**config.mk**
```make
export PLATFORM = sky130hd
export DESIGN_NAME = pdm_merge
export DESIGN_NICKNAME = d
export VERILOG_FILES = /design/src/rtl/core/pdm_pkg.sv /design/src/rtl/core/pdm_merge.sv
export SDC_FILE = /design/constraint.sdc
export NUM_CORES = 1
export LEC_CHECK = 0
export ABC_AREA = 1
export BUFFER_PORTS_ARGS = -buffer_cell sky130_fd_sc_hd__buf_2
export CAP_MARGIN = 10
export CORE_MARGIN = 1
export CORE_UTILIZATION = 32
export DETAILED_ROUTE_END_ITERATION = 10
export GPL_TIMING_DRIVEN = 0
export MAX_ROUTING_LAYER = met4
export PLACE_DENSITY = 0.8
export SYNTH_ARGS = -nofsm -noshare
export SYNTH_HDL_FRONTEND = slang
export SYNTH_SLANG_ARGS = --single-unit
export TNS_END_PERCENT = 20
```
**constraint.sdc**
```tcl
create_clock -name clk_i -period 0.8 [get_ports clk_i]
set_input_delay 0.04 -clock clk_i [delete_from_list [all_inputs] [get_ports clk_i]]
set_output_delay 0.04 -clock clk_i [all_outputs]
set_load 0.005 [all_outputs]
```
**src/rtl/core/pdm_pkg.sv**
```systemverilog
// Shared types and constants for the Pareto dominance marker.
`default_nettype none

package pdm_pkg;

  localparam int unsigned CostW = 32;
  localparam int unsigned IndexW = 6;

  typedef struct packed {
    logic signed [CostW-1:0] cost_a;
    logic signed [CostW-1:0] cost_b;
    logic signed [CostW-1:0] cost_c;
    logic                    last_particle;
  } in_t;

  typedef struct packed {
    logic [IndexW-1:0] particle_index;
    logic              dominated;
    logic              overflow;
    logic              last_result;
  } out_t;

  typedef struct packed {
    logic signed [CostW-1:0] a;
    logic signed [CostW-1:0] b;
    logic signed [CostW-1:0] c;
  } cost_set_t;

  typedef struct packed {
    logic              load;
    logic [IndexW-1:0] particle_index;
    logic              overflow;
    logic              last_result;
  } res_ctl_t;

endpackage

`default_nettype wire

```
**src/rtl/core/pdm_merge.sv**
```systemverilog
// Merging stage that combines lane hits into a flag and holds the result register.
`default_nettype none

module pdm_merge #(
  parameter int unsigned PopSize = 32
) (
  input  wire                    clk_i,
  input  wire                    rst_ni,
  input  wire [PopSize-1:0]      hits_i,
  input  wire pdm_pkg::res_ctl_t ctl_i,
  input  wire                    out_stall_i,
  output logic                   out_valid_o,
  output pdm_pkg::out_t          out_data_o
);

  logic          valid_q;
  logic          valid_d;
  pdm_pkg::out_t data_q;

  always_comb begin
    valid_d = valid_q;
    if (ctl_i.load) begin
      valid_d = 1'b1;
    end else if (valid_q && !out_stall_i) begin
      valid_d = 1'b0;
    end
  end

  always_ff @(posedge clk_i or negedge rst_ni) begin
    if (!rst_ni) begin
      valid_q <= 1'b0;
    end else begin
      valid_q <= valid_d;
    end
  end

  always_ff @(posedge clk_i) begin
    if (ctl_i.load) begin
      data_q.particle_index <= ctl_i.particle_index;
      data_q.dominated      <= |hits_i;
      data_q.overflow       <= ctl_i.overflow;
      data_q.last_result    <= ctl_i.last_result;
    end
  end

  assign out_valid_o = valid_q;
  assign out_data_o  = data_q;

endmodule

`default_nettype wire

```
## After elaboration in Yosys (flattened, before gate mapping)

Cells that the tools add are included.

- Output and inout bits: 10
- Input bits: 44
- Logic and storage cells: 11
- Flip-flop bits (word level): 10

- Muxes and demuxes: 2
- Reductions and logical operators: 4

Operators by type and width:

| operator | count |
|---|---|
| OR reduction 32 bit | 1 |
| two-way mux 1 bit | 2 |
| nonzero test 2 bit | 1 |
| logical AND 1 bit | 1 |
| logical NOT 1 bit | 1 |

## Depth between registers and ports, before layout

Gate-level depths: netlist of the first run.

- Word-level depth: 4
- Mapped depth: 6
- Gate-level depth less buffers: 6

## Worst setup path before layout of the first run

Ideal clock, no wire load.

- Path type: input port to flip-flop
- From: input port hits_i[27]
- To: register data_q, in the netlist out_data_o[2], data pin
- Arrival time: 389 ps
- Buffers on the path: 0
- Stages: 5
- Slack: 157 ps
- Required time: 546 ps
- Cell sequence: nor2_1 and2_1 nand2_1 nor2_1 nand2_1

- Cells in the longest elaborated chain, start to end: 1

Ends and longest elaborated chain:

| item | RTL line | text |
|---|---|---|
| start, declared | pdm_merge.sv:9 | `input wire [PopSize-1:0] hits_i,` |
| OR reduction 32 bit | pdm_merge.sv:40 | `data_q.dominated <= \|hits_i;` |
| end, declared | pdm_merge.sv:18 | `pdm_pkg::out_t data_q;` |

No other way between the ends.
A chain may end at the register's enable or synchronous reset.

## Final worst setup path of the first run

- From: register valid_q (netlist: out_valid_o)
- To: output port out_valid_o

RTL lines:

| item | RTL line | text |
|---|---|---|
| start, declared | pdm_merge.sv:16 | `logic valid_q;` |
| start signal, assigned | pdm_merge.sv:33 | `valid_q <= valid_d;` |
| end, declared | pdm_merge.sv:12 | `output logic out_valid_o,` |

No word-level cell between the ends.

==> impl_metrics.csv, run 1 <==
group,metric,value,unit
run_status,status,"completed",
yosys,synth_top_family_by_area,"simple AND/OR/NAND/NOR gates",
placed_design,portBuffers,53,
clock_network,cts_tree,"done",
global_routing,antenna_found_initial,0,
yosys,synth-compound-area-share,0.0156,
yosys,synth_area,482,um2
timing,worst_pin_slew,0.207,ns
timing,fin_ws,0.00320,ns
clock_network,cts_buffers,3,
detailed_routing,wl,1070,um
placed_design,dp_cells,124,
timing,clock.fmax,1260,MHz
global_routing,grt.overflow.total,0,
layout,fill_cells,109,
yosys,synth_cells,56,
worst_hold_path,hold_path_class,"in2async",
global_routing,grt_pass1_wl,1570,um
detailed_routing,drt-initial-drc-count,6,
layout,syn2layout_area_growth,85.2,%
timing,timing_hold_violations_final,0,
critical_path,slowest_delay,0.38,ns
layout,finalNetCount,168,
layout,final_cell_mix,"53 x buf_2, 16 x inv_1, 13 x nor2_1",
yosys,synth_top_cells_by_area,"edfxtp_1 56%, inv_1 12%, nor2_1 10%, nand2_1 9.4%, dfrtp_1 5.2%",
power,leakagePower,0.500,nW
timing,rsz0062_at_grt,"true",
detailed_routing,vias,564,
yosys,synth_cell_types,9,
placed_design,place_area,766,um2
power,power_density,1340,nW/um2
floorplanning,dieHeight,40.8,um
critical_path,cp_max_fo,2,
detailed_routing,vias_per_cell,4.09,
clock_network,cts_root_buffer,"clkbuf_4",
timing,slew_headroom,0.862,
timing,fin_tns_setup,0,ns
clock_network,cts.sinks,10,
floorplanning,core_area,1350,um2
layout,fin_util,0.661,
critical_path,critPathBufInv,1,
critical_path,slowest_stage,"dfrtp_1",
yosys,synth_xor_area_frac,0,
critical_path,critPathTopFamily,"flip-flops",
layout,final_cells,138,
yosys,synth_fa_ha_area_frac,0,
global_routing,grt_max_degree,11,
power,ir_worst_vdd,604,uV
critical_path,cp.required,0.76,ns
placed_design,dp_slack,-0.00898,ns
yosys,synth-seq-area-share,0.613,
floorplanning,die_w,40.8,um
detailed_routing,first_pass_iters,3,
critical_path,crit_type,"reg2out",
layout,drive_gt1_frac,0.463,
yosys,synth-simple-area-share,0.247,
timing,slew_violations,0,
timing,finalCritPeriodShare,0.996,
floorplanning,fp-row-count,13,
layout,post-route-cell-area,892,um2
detailed_routing,wl_per_cell,7.78,um
timing,hold_ws,0.129,ns
yosys,synth_seq_cells,10,
critical_path,critPathCaptureType,"primary output",
yosys,syn-mean-instance-area,8.60,um2
yosys,synth_fp_nets,100,
clock_network,cts.htree.levels,1,
placed_design,gp_congestion,0.641,
global_routing,gr-usage-all-layers,0.146,
clock_network,post_cts_resize_count,0,
critical_path,cp_cell_sequence,"buf_2",
clock_network,postCtsSetupRepairBufs,0,
clock_network,clkLatencyLatePin,0.25,ns
detailed_routing,ant_nets,0,
yosys,synthMuxAreaShare,0,
floorplanning,die_area,1660,um2
detailed_routing,drc_errors,0,
power,power,1.19,mW
floorplanning,io_pins,54,
yosys,yosys_warnings,0,
timing,period_needed,0.797,ns
yosys,synth_top_area_cell,"edfxtp_1",
global_routing,grt_pass1_vias,453,
layout,mostFrequentLayoutCell,"buf_2",
critical_path,arrival,0.76,ns
timing,setup-violations-final,0,
clock_network,clkTransAtPathRegs,0.06,ns
job,timing.max_cap.violations,0,
critical_path,startpoint_type,"flip-flop",
layout,antenna_cells,0,
yosys,synth.top_cell.area_share,0.561,
placed_design,dp_hpwl,877,um
floorplanning,start_util,0.357,
clock_network,ctsLongestPathBuffers,2,
timing,clock_skew,0,ns
==> final cells by class <==
cell class                      instances  area (um2)  share of cell area
Clock buffer                            4        26.3              0.0295
Inverter                               16        60.1              0.0673
Multi-Input combinational cell         30         126               0.142
Sequential cell                        10         295               0.331
Tap cell                               15        18.8              0.0210
Timing Repair Buffer                   63         365               0.410
==> worst paths after layout <==
check                            startpoint            end  slack, ns  cells past startpoint
worst max-delay path            out_valid_o    out_valid_o      0.003                      1
worst min-delay path                 rst_ni    out_valid_o       0.13                      2
worst max register to register  out_valid_o    out_valid_o       0.16                      1
worst min register to register  out_valid_o    out_valid_o       0.49                      1
max in group asynchronous            rst_ni    out_valid_o       0.58                      2
min in group clk_i               hits_i[29]  out_data_o[2]       0.14                      5
==> state kept, by name (all words and copies together), names as in the netlist <==
name,flops
out_data_o,9
out_valid_o,1
==> logic make-up (layout without fill, tap and decap cells) <==
group                  count (synthesis)  count (layout)
buffers and inverters                 16              83
and+or+nand+nor                       29              29
DFF                                   10              10
AOI/OAI and AO/OA                      1               1
==> routing by layer <==
metal,global-route usage,share of wire,vias to the layer above
met2,0.266,0.49,42
met1,0.153,0.37,225
met4,0.0750,0,0
met3,0.0163,0.14,0
li1,-,-,297
met5,-,0,-
==> repair_timing <==
action                                 CTS  global route
endpoints found under the hold margin   10             0
hold buffers                            10             0
gates cloned                             0             0
setup endpoints to repair                3             9
==> synth_stat cells <==
master / n
inv_1: 16
nor2_1: 13
nand2_1: 12
edfxtp_1: 9
and2_1: 2
a21o_1: 1
dfrtp_1: 1
nand4_1: 1
nor2_2: 1
==> power breakdown <==
part	switching, mW	total, mW	internal [mW]
clock network	0.150	0.342	0.192
registers	0.00888	0.621	0.612
logic	0.0825	0.230	0.148
total	0.242	1.19	0.951
No activity file was read; power rests on OpenSTA's default activity.
==> inputs of run 2 (changes only) <==
- RECOVER_POWER: not set -> 50
==> run 2 against run 1 <==
Against the previous run:
- global-route usage unchanged
- first-iteration DRC count stayed put
- routed wire length decreased by 0.37%
- worst setup slack is essentially flat
- cell count unchanged
- largest power group unchanged
==> impl_metrics.csv, run 2 (synthesis gave the netlist of run 1 again) <==
group,metric,value,unit
layout,largest_reg_flops,9,
global_routing,use_met1,0.153,
clock_network,cts_root_buffer,"clkbuf_4",
placed_design,dp_slack,-0.00898,ns
clock_network,cts_buffers,3,
timing,clock_skew,0,ns
global_routing,grt_pass1_vias,453,
power,power_density,1340,nW/um2
timing,slew_violations,0,
critical_path,crit_type,"reg2out",
power,power,1.19,mW
layout,antenna_cells,0,
layout,register_area,295,um2
global_routing,use_met2,0.266,
clock_network,clkLatencyLatePin,0.25,ns
critical_path,critPathCaptureType,"primary output",
layout,syn2layout_area_growth,84.7,%
timing,finalCritPeriodShare,0.996,
floorplanning,start_util,0.357,
detailed_routing,vias_per_cell,4.09,
global_routing,grt_pass1_wl,1570,um
detailed_routing,drt-initial-drc-count,6,
timing,setup-violations-final,0,
layout,multiInputGateArea,126,um2
global_routing,grt_max_degree,11,
timing,timing_hold_violations_final,0,
critical_path,critPathBufInv,1,
critical_path,slowest_stage,"dfrtp_1",
layout,fill_cells,111,
clock_network,cts_tree,"done",
critical_path,startpoint_type,"flip-flop",
detailed_routing,wl,1070,um
global_routing,antenna_found_initial,0,
clock_network,clkTransAtPathRegs,0.06,ns
timing,rsz0062_at_grt,"true",
global_routing,grt.busiest_layer,"met2",
timing,hold_ws,0.115,ns
power,leakagePower,0.494,nW
placed_design,dp_hpwl,877,um
clock_network,cts.sinks,10,
clock_network,ctsLongestPathBuffers,2,
layout,fin_util,0.659,
floorplanning,core_area,1350,um2
timing,fin_ws,0.00306,ns
layout,drive_gt1_frac,0.447,
detailed_routing,first_pass_iters,2,
detailed_routing,ant_nets,0,
critical_path,cp.required,0.76,ns
job,timing.max_cap.violations,0,
placed_design,dp_cells,124,
placed_design,gp_congestion,0.641,
layout,mostFrequentLayoutCell,"buf_2",
critical_path,slowest_delay,0.38,ns
layout,final_cells,138,
floorplanning,die_area,1660,um2
timing,period_needed,0.797,ns
floorplanning,fp-row-count,13,
run_status,status,"completed",
layout,finalNetCount,168,
detailed_routing,drc_errors,0,
critical_path,cp_cell_sequence,"buf_2",
power,ir_worst_vdd,607,uV
floorplanning,die_w,40.8,um
placed_design,portBuffers,53,
timing,clock.fmax,1250,MHz
clock_network,post_cts_resize_count,0,
worst_hold_path,hold_path_class,"in2async",
critical_path,arrival,0.76,ns
timing,slew_headroom,0.676,
critical_path,cp_max_fo,2,
global_routing,gr-usage-all-layers,0.146,
floorplanning,io_pins,54,
clock_network,cts.htree.levels,1,
timing,worst_pin_slew,0.486,ns
global_routing,grt.overflow.total,0,
global_routing,met3_usage,0.0163,
detailed_routing,wl_per_cell,7.75,um
critical_path,critPathTopFamily,"flip-flops",
layout,final_cell_mix,"51 x buf_2, 16 x inv_1, 13 x nor2_1",
detailed_routing,vias,565,
floorplanning,dieHeight,40.8,um
run 2: cell count changes in the layout (fill, tap and decap cells not counted):
cell,change
buf_2,-2
clkbuf_1,+2
run 2: cell type report:
cell class | count | share of cell area
Multi-Input combinational cell | 30 | 0.142
Timing Repair Buffer | 63 | 0.408
Tap cell | 15 | 0.0211
Sequential cell | 10 | 0.332
Inverter | 16 | 0.0675
Clock buffer | 4 | 0.0295
run 2: final timing paths:
path                                  start       endpoint  slack [ns]  depth (start not counted)
worst max-delay path            out_valid_o    out_valid_o       0.003                          1
worst min-delay path                 rst_ni    out_valid_o        0.11                          2
worst max register to register  out_valid_o    out_valid_o        0.16                          1
worst min register to register  out_valid_o    out_valid_o        0.49                          1
max in group asynchronous            rst_ni    out_valid_o        0.58                          2
min in group clk_i               hits_i[29]  out_data_o[2]        0.14                          5
run 2: metrics by stage:
step / cell area, um2 / TNS (ns)
after CTS: 892 / -0.00637
after global routing: 890 / -0.246
after global placement: 766 / -0.00476
final: 890 / 0
after detailed placement: 766 / -0.00898
after floorplan: 482 / 0
run 2: power breakdown:
| part | internal [mW] | total (mW) | switching, mW |
|---|---|---|---|
| registers | 0.612 | 0.621 | 0.00888 |
| clock network | 0.192 | 0.344 | 0.152 |
| logic | 0.146 | 0.229 | 0.0824 |
| total | 0.950 | 1.19 | 0.243 |
run 2: routing by layer:
| layer | routed length (um) | vias up | part of all wire |
|---|---|---|---|
| met3 | 148 | 0 | 0.14 |
| met4 | 0 | 0 | 0 |
| li1 | - | 298 | - |
| met1 | 392 | 225 | 0.37 |
| met5 | 0 | - | 0 |
| met2 | 528 | 42 | 0.49 |
run 2: timing repair:
item	4_1_cts	5_1_grt
endpoints found under the setup margin	3	9
hold endpoints to repair	10	0
setup buffers	0	0
hold buffers	10	0
==> inputs of run 3 (changes only) <==
- PLACE_DENSITY: 0.8 -> 0.76
- RECOVER_POWER: 50 -> not set
==> run 3 against run 2 <==
Against the previous run:
- flip-flop and latch count did not move
- cell count unchanged
- via count is 4.2% lower
- first-iteration DRC count rose by 50%
- routed wire length rose by 6.7%
- clock-buffer cell count is the same
- largest power group unchanged
- sequential power about the same
- largest cell class unchanged
- hold slack got worse by 0.021 ns
==> impl_metrics.csv, run 3 (synthesis gave the netlist of run 1 again) <==
group,metric,value,unit
global_routing,grt_max_degree,11,
timing,clock.fmax,1270,MHz
detailed_routing,ant_nets,0,
timing,slew_headroom,0.857,
global_routing,grt.overflow.total,0,
placed_design,dp_slack,0.0131,ns
timing,timing_hold_violations_final,0,
floorplanning,dieHeight,40.8,um
timing,setup-violations-final,0,
layout,antenna_cells,0,
clock_network,clkTransAtPathRegs,0.05,ns
timing,period_needed,0.787,ns
clock_network,postCtsSetupRepairBufs,0,
power,ir_worst_vdd,597,uV
global_routing,grt_pass1_vias,440,
placed_design,dp_cells,124,
critical_path,cp_cell_sequence,"buf_2",
worst_hold_path,hold_path_class,"in2async",
global_routing,antenna_found_initial,0,
timing,clock_skew,0,ns
power,power_density,1340,nW/um2
floorplanning,fp-row-count,13,
critical_path,startpoint_type,"flip-flop",
detailed_routing,wl,1140,um
placed_design,portBuffers,53,
layout,final_cells,138,
floorplanning,start_util,0.357,
clock_network,cts_tree,"done",
critical_path,critPathCaptureType,"primary output",
detailed_routing,drt-initial-drc-count,9,
critical_path,arrival,0.75,ns
layout,mostFrequentLayoutCell,"buf_2",
layout,fill_cells,123,
clock_network,cts.sinks,10,
timing,finalCritPeriodShare,0.984,
critical_path,crit_type,"reg2out",
floorplanning,io_pins,54,
layout,largest_reg_flops,9,
floorplanning,die_w,40.8,um
floorplanning,core_area,1350,um2
critical_path,cp.required,0.76,ns
placed_design,dp_hpwl,914,um
clock_network,ctsLongestPathBuffers,2,
critical_path,slowest_delay,0.37,ns
timing,rsz0062_at_grt,"true",
timing,worst_pin_slew,0.215,ns
critical_path,slowest_stage,"dfrtp_1",
detailed_routing,drc_errors,0,
clock_network,cts_root_buffer,"clkbuf_4",
layout,drive_gt1_frac,0.463,
timing,fin_ws,0.0126,ns
detailed_routing,first_pass_iters,4,
critical_path,cp_max_fo,2,
detailed_routing,wl_per_cell,8.27,um
clock_network,cts_buffers,3,
placed_design,gp_congestion,0.659,
global_routing,grt_pass1_wl,1660,um
layout,syn2layout_area_growth,85.2,%
global_routing,gr-usage-all-layers,0.165,
timing,fin_tns_setup,0,ns
clock_network,clkLatencyLatePin,0.25,ns
timing,slew_violations,0,
floorplanning,die_area,1660,um2
job,timing.max_cap.violations,0,
detailed_routing,vias,541,
power,leakagePower,0.500,nW
clock_network,cts.htree.levels,1,
critical_path,critPathBufInv,1,
layout,finalNetCount,168,
layout,final_cell_mix,"53 x buf_2, 16 x inv_1, 13 x nor2_1",
clock_network,post_cts_resize_count,0,
run_status,status,"completed",
detailed_routing,vias_per_cell,3.92,
critical_path,critPathTopFamily,"flip-flops",
## run 3: final cells by class
type / count / area [um2] / area share
Clock buffer: 4 / 26.3 / 0.0295
Inverter: 16 / 60.1 / 0.0673
Multi-Input combinational cell: 30 / 126 / 0.142
Sequential cell: 10 / 295 / 0.331
Tap cell: 15 / 18.8 / 0.0210
Timing Repair Buffer: 63 / 365 / 0.410
## run 3: timing repair
| item | CTS | global route |
|---|---|---|
| endpoints found under the setup margin | 0 | 9 |
| hold buffers | 10 | 0 |
| hold endpoints to repair | 10 | 0 |
## run 3: path summary, 6_finish.rpt
check / end / slack, ns / start / cells past startpoint
worst max-delay path: out_valid_o / 0.01 / out_valid_o / 1
worst min-delay path: out_valid_o / 0.09 / rst_ni / 2
worst max register to register: out_valid_o / 0.17 / out_valid_o / 1
worst min register to register: out_valid_o / 0.48 / out_valid_o / 1
max in group asynchronous: out_valid_o / 0.62 / rst_ni / 2
min in group clk_i: out_data_o[2] / 0.14 / hits_i[28] / 5
## run 3: stage by stage
stage / hold slack, ns / utilization / power [mW] / cell area (um2)
floorplan: -0.256 / - / 0.679 / 482
global route: 0.0932 / 0.661 / 1.27 / 892
CTS: 0.0834 / 0.661 / 1.21 / 892
global placement: -0.185 / 0.567 / 0.818 / 766
detailed placement: -0.183 / 0.567 / 0.825 / 766
finish: 0.0934 / 0.661 / 1.19 / 892
## run 3: power by group
group	internal, mW	switching, mW
Clock	0.192	0.150
Sequential	0.612	0.00758
Combinational	0.148	0.0828
Total	0.951	0.240
## run 3: routing by layer
metal | routed length (um) | share of wire | vias up | track usage
met5 | 0 | 0 | - | -
met4 | 0 | 0 | 0 | 0.100
met3 | 120 | 0.11 | 0 | 0.0489
met2 | 578 | 0.51 | 36 | 0.273
met1 | 442 | 0.39 | 207 | 0.168
li1 | - | - | 298 | -
