$ cat src/rtl/core/pdm_pkg.sv
// Shared types and constants for the Pareto dominance marker.
`default_nettype none

package pdm_pkg;

  localparam int unsigned CostW = 32;
  localparam int unsigned IndexW = 6;

  typedef struct packed {
    logic signed [CostW-1:0] cost_a;
    logic signed [CostW-1:0] cost_b;
    logic signed [CostW-1:0] cost_c;
    logic                    last_particle;
  } in_t;

  typedef struct packed {
    logic [IndexW-1:0] particle_index;
    logic              dominated;
    logic              overflow;
    logic              last_result;
  } out_t;

  typedef struct packed {
    logic signed [CostW-1:0] a;
    logic signed [CostW-1:0] b;
    logic signed [CostW-1:0] c;
  } cost_set_t;

  typedef struct packed {
    logic              load;
    logic [IndexW-1:0] particle_index;
    logic              overflow;
    logic              last_result;
  } res_ctl_t;

endpackage

`default_nettype wire

$ cat src/rtl/core/pdm_lane.sv
// One comparison lane that holds a stored candidate and tests whether it covers another.
`default_nettype none

module pdm_lane #(
  parameter int unsigned PopSize = 32,
  parameter int unsigned NumObj  = 3,
  parameter int unsigned LaneIdx = 0
) (
  input  wire                       clk_i,
  input  wire                       wr_en_i,
  input  wire pdm_pkg::cost_set_t   wr_cost_i,
  input  wire                       active_i,
  input  wire pdm_pkg::cost_set_t   cand_cost_i,
  input  wire [$clog2(PopSize)-1:0] cand_idx_i,
  output logic                      hit_o
);

  localparam int unsigned IdxW = $clog2(PopSize);

  pdm_pkg::cost_set_t cost_q;
  logic               le_a;
  logic               le_b;
  logic               le_c;

  always_ff @(posedge clk_i) begin
    if (wr_en_i) begin
      cost_q <= wr_cost_i;
    end
  end

  assign le_a = cost_q.a <= cand_cost_i.a;
  assign le_b = (NumObj < 2) || (cost_q.b <= cand_cost_i.b);
  assign le_c = (NumObj < 3) || (cost_q.c <= cand_cost_i.c);

  assign hit_o = active_i && (cand_idx_i != IdxW'(LaneIdx)) && le_a && le_b && le_c;

endmodule

`default_nettype wire

$ cat config.mk
export PLATFORM = sky130hd
export DESIGN_NAME = pdm_lane
export DESIGN_NICKNAME = d
export VERILOG_FILES = /design/src/rtl/core/pdm_pkg.sv /design/src/rtl/core/pdm_lane.sv
export SDC_FILE = /design/constraint.sdc
export NUM_CORES = 1
export LEC_CHECK = 0
export BUFFER_PORTS_ARGS = -buffer_cell sky130_fd_sc_hd__buf_2
export CELL_PAD_IN_SITES_DETAIL_PLACEMENT = 0
export CELL_PAD_IN_SITES_GLOBAL_PLACEMENT = 1
export CORE_AREA = 2 2 109 164
export DETAILED_ROUTE_END_ITERATION = 10
export DIE_AREA = 0 0 111 166
export PLACE_DENSITY = 0.77
export RECOVER_POWER = 50
export SLEW_MARGIN = 40
export SYNTH_ARGS = -nofsm -noshare
export SYNTH_HDL_FRONTEND = slang
export SYNTH_SLANG_ARGS = --single-unit
$ cat constraint.sdc
create_clock -name clk_i -period 2.9 [get_ports clk_i]
set_input_delay 0.145 -clock clk_i [delete_from_list [all_inputs] [get_ports clk_i]]
set_output_delay 0.145 -clock clk_i [all_outputs]
set_load 0.005 [all_outputs]
## After elaboration in Yosys (flattened, before gate mapping)

Cells that the tools add are included.

| storage, ports and cells | value |
|---|---|
| register bits | 96 |
| bits of input ports | 200 |
| output and inout bits | 1 |
| logic and storage cells | 11 |

| operators by class | value |
|---|---|
| magnitude comparators | 3 |
| reductions and logical operators | 5 |

Operator list:

| cell | number |
|---|---|
| less-or-equal comparator 32 bit | 3 |
| nonzero test 5 bit | 1 |
| logical AND 1 bit | 4 |

## Depth between registers and ports, before layout

Gate-level depths: netlist of the first run.

| depth | value |
|---|---|
| word-level depth | 5 |
| gate-level depth with buffers | 9 |

## Worst setup path before layout of the first run

Ideal clock, no wire load.

| timing path | value |
|---|---|
| path type | reg-to-output |
| start point | register cost_q[49] (netlist bit) |
| end point | output hit_o |
| data arrival time | 2.368 ns |
| setup slack | 0.387 ns |
| stages on the path, launching flop included | 9 |
| buffers on the path | 0 |
| cells stage by stage | edfxtp_1 > ha_1 > a21o_1 > a221o_1 > a221oi_2 > o22ai_1 > or4_1 > a31o_1 > a211oi_2 |

| on the way | value |
|---|---|
| longest elaborated chain between the ends | 3 |

RTL lines:

| element | RTL line | RTL |
|---|---|---|
| start, declared | pdm_lane.sv:20 | `pdm_pkg::cost_set_t cost_q;` |
| start signal, assigned | pdm_lane.sv:27 | `cost_q <= wr_cost_i;` |
| less-or-equal comparator 32 bit | pdm_lane.sv:32 | `assign le_b = (NumObj < 2) \|\| (cost_q.b <= cand_cost_i.b);` |
| logical AND 1 bit (2 in series) | pdm_lane.sv:35 | `assign hit_o = active_i && (cand_idx_i != IdxW'(LaneIdx)) && le_a && le_b && le_c;` |
| end, declared | pdm_lane.sv:15 | `output logic hit_o` |

Every way passes these cells.

## Worst setup path after layout of the first run

| timing path | value |
|---|---|
| start point | register cost_q[50] (netlist bit) |
| end point | output hit_o |

Same word-level chain as after synthesis.

==> run_results.csv, run 1 <==
group,metric,value,unit
drt,vias,4371,
pwr,p_leak,0.00388,uW
worst_hold_path,min_to,"cost_q[58]$_DFFE_PP_",
sta,fin_crit_sh,103,%
sta,maxClockFrequency,0.335,GHz
drt,routedWlPerCell,14.0,um
grt,overflow,0,
grt,grt_pass1_vias,4770,
drt,postRouteAntennaNets,0,
finish,finalInstanceArea,0.00804,sq mm
cts,root_buffer,"clkbuf_16",
grt,grt_util_met2,28.7,%
worst_setup_path,critPathKind,"flop to output pin",
floorplan,core,0.0171,sq mm
cts,clock-sinks,96,
drt,wirelength,13500,um
synth,ys_types,39,
finish,post-route-util,47.2,%
synth,yosys_most_used_dff,"edfxtp_1",
synth,synth_area_leader_cell,"edfxtp_1",
grt,grt_use_total,14.8,%
placement,dp_hpwl,10600,um
synth,async_reset_ff_share,0,%
drt,viasPerCell,4.51,
cts,clk_pin_slew,0.07,ns
synth,synth_top_area_share,53.8,%
finish,largest_reg_flops,96,
cts,cts.htree.levels,3,
sta,maxSlewViolCount,42,
worst_setup_path,critPathLaunchType,"flop",
cts,ctsLongestPathBuffers,2,
finish,nets,1043,
floorplan,start_util,31.4,%
placement,port_buffers,200,
outcome,outcome,"complete, but fails checks",
placement,place_ws,0.0720,ns
grt,use_met3,3.07,%
finish,final_common_cell,"buf_2",
worst_setup_path,worstPathArrival,2.84,ns
worst_hold_path,hold_path_class,"input pin to flop",
floorplan,ioPinCount,201,
finish,largest_registers,"cost_q (96)",
sta,final-setup-viol-count,1,
floorplan,core.rowCount,59,
pwr,power.density,464,mW/mm^2
worst_setup_path,crit_fanout,2,
finish,regMostFlops,"cost_q",
grt,grt_pass1_wl,21900,um
sta,setup_ws,-0.0892,ns
grt,grt_max_degree,56,
worst_setup_path,required,2.76,ns
floorplan,die-area,0.0184,sq mm
placement,dpl_cell_area,0.00666,sq mm
synth,syn_nets,732,
grt,grt_util_met1,15.4,%
grt,grt_busiest_layer,"met2",
sta,rsz0062_at_grt,"yes",
floorplan,dieHeight,166,um
finish,final_cell_mix,"buf_2, inv_1, edfxtp_1, dlygate4sd3_1, ha_1",
sta,tightest_slew,2.53,ns
worst_setup_path,end_kind,"output pin",
synth,synth-edff-count,96,
synth,ys.warnings.count,0,
outcome,violations,"capacitance limit, slew limit, setup timing",
cts,cts_buffers,9,
synth,synth.area.top_cells,"edfxtp_1, ha_1, inv_1, a21oi_1, nand4_1",
worst_hold_path,min_from,"wr_cost_i[58]",
sta,post-route-min-period,2.99,ns
synth,syn_inst,436,
cts,cts_tree,"built",
synth,syn_area_per_cell,12.3,sq um
pwr,vdd.ir_drop.worst,244,uV
placement,gp_congestion,0.833,
synth,yosys_register_bits,96,
worst_hold_path,min_path_cells,2,
synth,netlist_area,0.00536,sq mm
synth,synth-seq-area-share,53.8,%
floorplan,die_x,111,um
grt,antenna_found_initial,4,
sta,slew_headroom,-68.8,%
job,drv_cap,1,
finish,area_growth,50.1,%
sta,hold_ws,0.512,ns
drt,firstDrtPassIters,4,
drt,drc,0,
sta,final-hold-violation-count,0,
drt,first_iter_violations,138,
finish,drive_gt1_share,30.7,%
==> repair_timing <==
item	CTS	global route
setup buffers	1	0
hold endpoints to repair	96	0
gates resized for setup	6	3
pin swaps	12	2
hold buffers	96	0
endpoints found under the setup margin	1	1
==> cells in the mapped netlist (all sizes together), types with 4 or more instances <==
cell and instances:
inv 97, edfxtp 96, ha 96, a21oi 31
nand4 19, nand2 16, a21o 10, nand3 10
o21ai 8, and4 5, a211oi 4, nor2b 4
nor3 4
==> through the flow <==
stage	cells	total power (uW)	setup TNS [ns]
floorplan	436	1990	0
global route	969	3930	-0.226
detailed placement	852	2260	0
global placement	852	2230	0
finish	969	3730	-0.0892
CTS	965	3790	-0.143
==> report_power, final <==
group	switching, uW	total [uW]	internal, uW
clock	527	1380	852
combinational	300	669	370
sequential	34.2	1680	1650
==> worst max-delay path: stages (launching register included) <==
cell and delay (ns):
edfxtp_1 0.40, ha_1 0.29, and2_4 0.16, a221o_1 0.32, a221oi_2 0.29, o22ai_1 0.14, or4_1 0.41, a31o_1 0.22
a211oi_2 0.13, buf_2 0.15
==> logic make-up after synthesis <==
logic type,synth area share (%)
multiplexers,0.187
flip-flops,53.8
adder cells (fa/ha/maj),22.4
buffers and inverters,6.80
XOR/XNOR,0.164
AND/OR/NAND/NOR,7.36
AO/OA/AOI/OAI,9.27
==> per-layer routing <==
layer | vias up | routed length (um) | share of wire, %
met1 | 1999 | 5080 | 37
met5 | - | 0 | 0
met2 | 129 | 7560 | 56
li1 | 2225 | - | -
met4 | 0 | 269 | 2.0
met3 | 18 | 644 | 4.8
==> worst max-delay path by stage <==
stage	startpoint	to	slack, ns	cells after the start
after floorplan	cost_q[49]$_DFFE_PP_	hit_o	0.39	8
after global placement	cost_q[14]$_DFFE_PP_	hit_o	0.07	10
after detailed placement	cost_q[14]$_DFFE_PP_	hit_o	0.07	10
after CTS	cost_q[1]$_DFFE_PP_	hit_o	-0.14	10
after global routing	cost_q[50]$_DFFE_PP_	hit_o	-0.23	9
final	cost_q[50]$_DFFE_PP_	hit_o	-0.09	9
==> cell type report <==
cell class,instances,area (sq um)
Multi-Input combinational cell,243,2170
Tap cell,213,267
Clock buffer,9,225
Sequential cell,96,2880
Inverter,97,364
Antenna cell,4,10.0
Fill cell,1509,9010
Timing Repair Buffer,300,2000
Clock inverter,7,124
No activity file was read; power rests on OpenSTA's default activity.
==> run 2: changes to the inputs <==
SKIP_LAST_GASP = 1   (was default)
==> run 2 against run 1 <==
Compared with the run above: the run still ends with capacitance limit, slew limit, setup timing left; maximum frequency decreased by 0.29%; count of clock-buffer cells in the layout is the same; sequential share of layout area rose by 0.095 points; via count up 0.23%; power is 0.15% lower; largest power group unchanged; highest routed layer unchanged.
==> run_results.csv, run 2 (synthesized netlist as in run 1, its figures left out) <==
group,metric,value,unit
outcome,outcome,"complete, but fails checks",
outcome,violations,"capacitance limit, slew limit, setup timing",
floorplan,core.rowCount,59,
drt,routedWlPerCell,14.0,um
grt,grt_pass1_vias,4770,
floorplan,start_util,31.4,%
worst_setup_path,end_kind,"output pin",
cts,cts_buffers,9,
cts,cts.htree.levels,3,
placement,dp_hpwl,10600,um
pwr,p_leak,0.00388,uW
finish,final_common_cell,"buf_2",
grt,overflow,0,
drt,wirelength,13500,um
finish,regMostFlops,"cost_q",
worst_setup_path,crit_fanout,2,
drt,vias,4381,
sta,hold_ws,0.511,ns
drt,postRouteAntennaNets,0,
finish,finalInstanceArea,0.00802,sq mm
sta,tightest_slew,2.52,ns
worst_setup_path,critPathLaunchType,"flop",
finish,area_growth,49.7,%
drt,first_iter_violations,111,
grt,grt_max_degree,56,
worst_setup_path,worstPathArrival,2.85,ns
floorplan,die-area,0.0184,sq mm
pwr,vdd.ir_drop.worst,244,uV
worst_setup_path,crit_chain,"ha_1 -> and2_1 -> a221o_1 -> a221oi_2 -> o22ai_1 -> or4_1 -> a31o_1 -> a211oi_2 -> buf_2",
drt,drc,0,
grt,grt_pass1_wl,21900,um
finish,fill_cells,1512,
worst_setup_path,required,2.76,ns
grt,grt_use_total,14.8,%
finish,multi_input_comb_area,0.00215,sq mm
floorplan,core,0.0171,sq mm
finish,drive_gt1_share,30.3,%
sta,rsz0062_at_grt,"yes",
cts,root_buffer,"clkbuf_16",
finish,largest_reg_flops,96,
sta,setup_ws,-0.0981,ns
pwr,power.density,465,mW/mm^2
drt,viasPerCell,4.52,
sta,final-setup-viol-count,1,
drt,wl_met2,7560,um
cts,clock-sinks,96,
cts,cts_tree,"built",
floorplan,die_x,111,um
sta,final-hold-violation-count,0,
placement,dpl_cell_area,0.00666,sq mm
sta,slew_headroom,-68.0,%
drt,wl_met1,5090,um
worst_setup_path,slowest_delay,0.41,ns
drt,firstDrtPassIters,4,
finish,largest_registers,"cost_q (96)",
sta,post-route-min-period,3.00,ns
placement,port_buffers,200,
worst_setup_path,critPathKind,"flop to output pin",
worst_setup_path,cp_num_buf_inv,1,
finish,final_cell_mix,"buf_2, inv_1, ha_1, edfxtp_1, dlygate4sd3_1",
sta,maxClockFrequency,0.334,GHz
drt,top_layer,"met4",
floorplan,ioPinCount,201,
placement,gp_congestion,0.833,
cts,ctsLongestPathBuffers,2,
job,drv_cap,1,
drt,dr_wl_met3,624,um
sta,fin_crit_sh,103,%
worst_setup_path,crit_slowest_cell,"or4_1",
sta,maxSlewViolCount,42,
finish,seq_area,0.00288,sq mm
worst_hold_path,hold_path_class,"input pin to flop",
grt,antenna_found_initial,4,
floorplan,dieHeight,166,um
finish,nets,1043,
worst_setup_path,critPathTopFamily,"compound AO/OA/AOI/OAI gates",
cts,clk_pin_slew,0.07,ns
[run 2: cell counts in the layout (fill, tap and decap cells not counted)]
Identical to the previous run, type by type.
[run 2: area by class of cell]
class | instances | share of cell area (%)
diodes | 4 | 0.125
repair buffers | 300 | 25.0
well taps | 213 | 3.32
clock buffers | 9 | 2.81
inverters | 97 | 4.54
flip-flops and latches | 96 | 35.9
clock inverters | 7 | 1.54
multi-input cells | 243 | 26.8
[run 2: routing by layer]
metal  GRT usage, %  vias to the layer above
met5              0                        -
met4           5.33                        0
met3           3.07                       18
met2           28.7                      125
met1           15.4                     2012
li1               -                     2226
[run 2: where the power goes]
group | internal [uW] | switching (uW)
logic | 366 | 297
clock network | 853 | 528
registers | 1650 | 33.9
total | 2870 | 859
[run 2: path summary, 6_finish.rpt]
| path | from | endpoint | slack [ns] | depth (start not counted) |
|---|---|---|---|---|
| hold / removal | wr_cost_i[58] | cost_q[58]$_DFFE_PP_ | 0.51 | 2 |
| setup / recovery | cost_q[50]$_DFFE_PP_ | hit_o | -0.1 | 9 |
[run 2: repair_timing]
| item | CTS | global route |
|---|---|---|
| hold endpoints to repair | 96 | 0 |
| hold buffers | 96 | 0 |
| pin swaps | 12 | 1 |
| buffers inserted | 1 | 0 |
| gates cloned | 0 | 0 |
| setup endpoints to repair | 1 | 1 |
| resized for setup | 6 | 0 |
[run 2: stage by stage]
| step | utilization, % | power, uW | setup WS (ns) | setup TNS, ns | std cells |
|---|---|---|---|---|---|
| after floorplan | - | 1990 | 0.387 | 0 | 436 |
| after global placement | 39.1 | 2230 | 0.0673 | 0 | 852 |
| after global routing | 47.0 | 3930 | -0.240 | -0.240 | 969 |
| after detailed placement | 39.1 | 2260 | 0.0720 | 0 | 852 |
| final | 47.0 | 3730 | -0.0981 | -0.0981 | 969 |
| after CTS | 47.0 | 3790 | -0.143 | -0.143 | 965 |
==> run 3: changes to the inputs <==
ABC_AREA = 1   (was default)
CORE_AREA = 2 2 111 166   (was 2 2 109 164)
DIE_AREA = 0 0 113 168   (was 0 0 111 166)
PLACE_DENSITY = 0.78   (was 0.77)
SETUP_SLACK_MARGIN = 0.15   (was default)
==> run 3 against run 2 <==
Compared with the run above: the run ends with DRC, capacitance limit, slew limit left; power fell by 7.9%; synthesized area up 3.2%; design area up 0.12%; critical endpoint unchanged; highest routed layer unchanged.
==> run_results.csv, run 3 <==
group,metric,value,unit
outcome,outcome,"complete, but fails checks",
outcome,violations,"DRC, capacitance limit, slew limit",
finish,final_cell_mix,"buf_2, inv_1, nand2_1",
worst_hold_path,hold_path_class,"input pin to flop",
cts,clock-sinks,96,
drt,routedWlPerCell,11.6,um
finish,diodes,0,
pwr,comb_power_share,19.4,%
finish,multi_input_comb_area,0.00220,sq mm
worst_setup_path,end_kind,"output pin",
finish,largest_registers,"cost_q (96)",
pwr,power.density,427,mW/mm^2
placement,gp_congestion,0.736,
drt,wirelength,12200,um
cts,root_buffer,"clkbuf_16",
sta,tightest_slew,2.49,ns
synth,ys_types,15,
sta,maxSlewViolCount,97,
finish,final_common_cell,"buf_2",
pwr,clkPwrFrac,31.6,%
grt,grt_use_total,12.7,%
synth,synth-edff-count,96,
pwr,seqPwrFrac,49.1,%
finish,fill_cells,1695,
finish,regMostFlops,"cost_q",
cts,cts_tree,"built",
placement,port_buffers,200,
cts,cts_buffers,9,
drt,vias,4501,
cts,cts_resized,0,
worst_setup_path,worstPathArrival,2.14,ns
cts,clk_pin_slew,0.07,ns
floorplan,dieHeight,168,um
placement,dp_hpwl,9240,um
sta,slew_headroom,-66.2,%
floorplan,die-area,0.0190,sq mm
synth,syn_nets,825,
pwr,vdd.ir_drop.worst,207,uV
worst_hold_path,min_from,"wr_cost_i[8]",
sta,fin_setup_tns,0,ns
worst_setup_path,critPathKind,"flop to output pin",
sta,setup_ws,0.616,ns
cts,cts.htree.levels,3,
floorplan,start_util,31.2,%
finish,largest_reg_flops,96,
grt,grt_max_degree,97,
worst_setup_path,crit_slowest_cell,"edfxtp_1",
pwr,internal_power,2580,uW
floorplan,die_x,113,um
sta,final-setup-viol-count,0,
worst_setup_path,crit_chain,"ha_1 -> nand2_2 -> nor2_2 -> nand2_2 -> nor4_4 -> nand2_1 -> nand2_1 -> nand2_1 -> nand3_1 -> nand2_1 -> nor2_2 -> buf_2",
grt,overflow,0,
floorplan,ioPinCount,201,
sta,final-hold-violation-count,0,
cts,ctsLongestPathBuffers,2,
sta,fin_crit_sh,78.8,%
finish,seq_area,0.00288,sq mm
job,drv_cap,1,
sta,rsz0062_at_grt,"no",
worst_hold_path,min_path_cells,2,
drt,drc,14,
placement,place_ws,0.943,ns
worst_setup_path,slowest_delay,0.37,ns
worst_setup_path,cp_num_buf_inv,1,
grt,antenna_found_initial,0,
worst_hold_path,min_to,"cost_q[8]$_DFFE_PP_",
worst_setup_path,critPathLaunchType,"flop",
grt,grt_pass1_vias,4578,
finish,drive_gt1_share,26.6,%
synth,yosys_most_used_dff,"edfxtp_1",
pwr,p_leak,0.00409,uW
worst_setup_path,cp_common_cell,"nand2_1",
drt,viasPerCell,4.25,
synth,syn_area_per_cell,10.5,sq um
finish,nets,1133,
sta,maxClockFrequency,0.438,GHz
synth,synth-seq-area-share,52.1,%
pwr,switching_share,24.9,%
synth,synth_area_leader_cell,"edfxtp_1",
pwr,switching_power,854,uW
floorplan,core.rowCount,60,
synth,synth_top_area_share,52.1,%
floorplan,core,0.0177,sq mm
synth,synth_common_cells,"inv_1, nand2_1, edfxtp_1, ha_1, a21oi_1",
synth,synth.area.top_cells,"edfxtp_1, ha_1, inv_1, nand2_1, a21oi_1",
drt,postRouteAntennaNets,0,
synth,ys.warnings.count,0,
worst_setup_path,required,2.76,ns
worst_setup_path,crit_fanout,4,
synth,async_reset_ff_share,0,%
worst_setup_path,critPathTopFamily,"simple AND/OR/NAND/NOR gates",
synth,syn_inst,529,
drt,first_iter_violations,125,
synth,yosys_register_bits,96,
drt,firstDrtPassIters,7,
synth,synth_most_common_cell,"inv_1",
sta,post-route-min-period,2.28,ns
finish,area_growth,45.3,%
grt,grt_pass1_wl,19200,um
synth,netlist_area,0.00553,sq mm
cts,post_cts_buffers,0,
## run 3: power groups by stage
stage	clock (uW)	combinational, uW	sequential (uW)
floorplan	0	329	1700
global placement	0	567	1710
detailed placement	0	576	1710
CTS	1130	682	1680
global route	1170	774	1700
finish	1080	665	1680
## run 3: timing repair
action	CTS	global route
hold buffers	96	0
setup endpoints to repair	0	0
hold endpoints to repair	96	0
## run 3: routing by layer
layer	vias to the layer above	track usage [%]	wire length, um
met2	135	24.2	6580
met4	0	3.82	102
met5	-	0	0
met1	1983	13.5	4720
met3	8	3.38	831
li1	2375	-	-
## run 3: worst max path at each step
stage,startpoint,endpoint,depth (start not counted)
floorplan,cost_q[31]$_DFFE_PP_,hit_o,11
global placement,cost_q[5]$_DFFE_PP_,hit_o,15
detailed placement,cost_q[63]$_DFFE_PP_,hit_o,12
CTS,cost_q[63]$_DFFE_PP_,hit_o,12
global route,cost_q[63]$_DFFE_PP_,hit_o,12
finish,cost_q[63]$_DFFE_PP_,hit_o,12
## run 3: layout make-up
cell class                      count  area share, %
Tap cell                          217           3.38
Clock buffer                        9           2.80
Clock inverter                      6          0.467
Inverter                          119           5.56
Timing Repair Buffer              297           24.5
Sequential cell                    96           35.9
Multi-Input combinational cell    314           27.4
## run 3: logic make-up after synthesis
logic type / Yosys count / synth area share (%)
compound gates: 63 / 6.06
buf+inv: 119 / 8.08
fa+ha+maj: 96 / 21.7
simple gates: 155 / 12.0
flops: 96 / 52.1
## run 3: per-stage QoR
step / instance area (sq um) / hold slack (ns) / total power (uW) / utilization (%) / instances
2_1_floorplan: 5530 / 0.244 / 2030 / - / 529
3_3_place_gp: 6820 / 0.322 / 2280 / 38.5 / 947
4_1_cts: 8050 / 0.401 / 3490 / 45.4 / 1058
3_5_place_dp: 6820 / 0.323 / 2290 / 38.5 / 947
6_report: 8030 / 0.501 / 3430 / 45.3 / 1058
5_1_grt: 8030 / 0.493 / 3640 / 45.3 / 1058
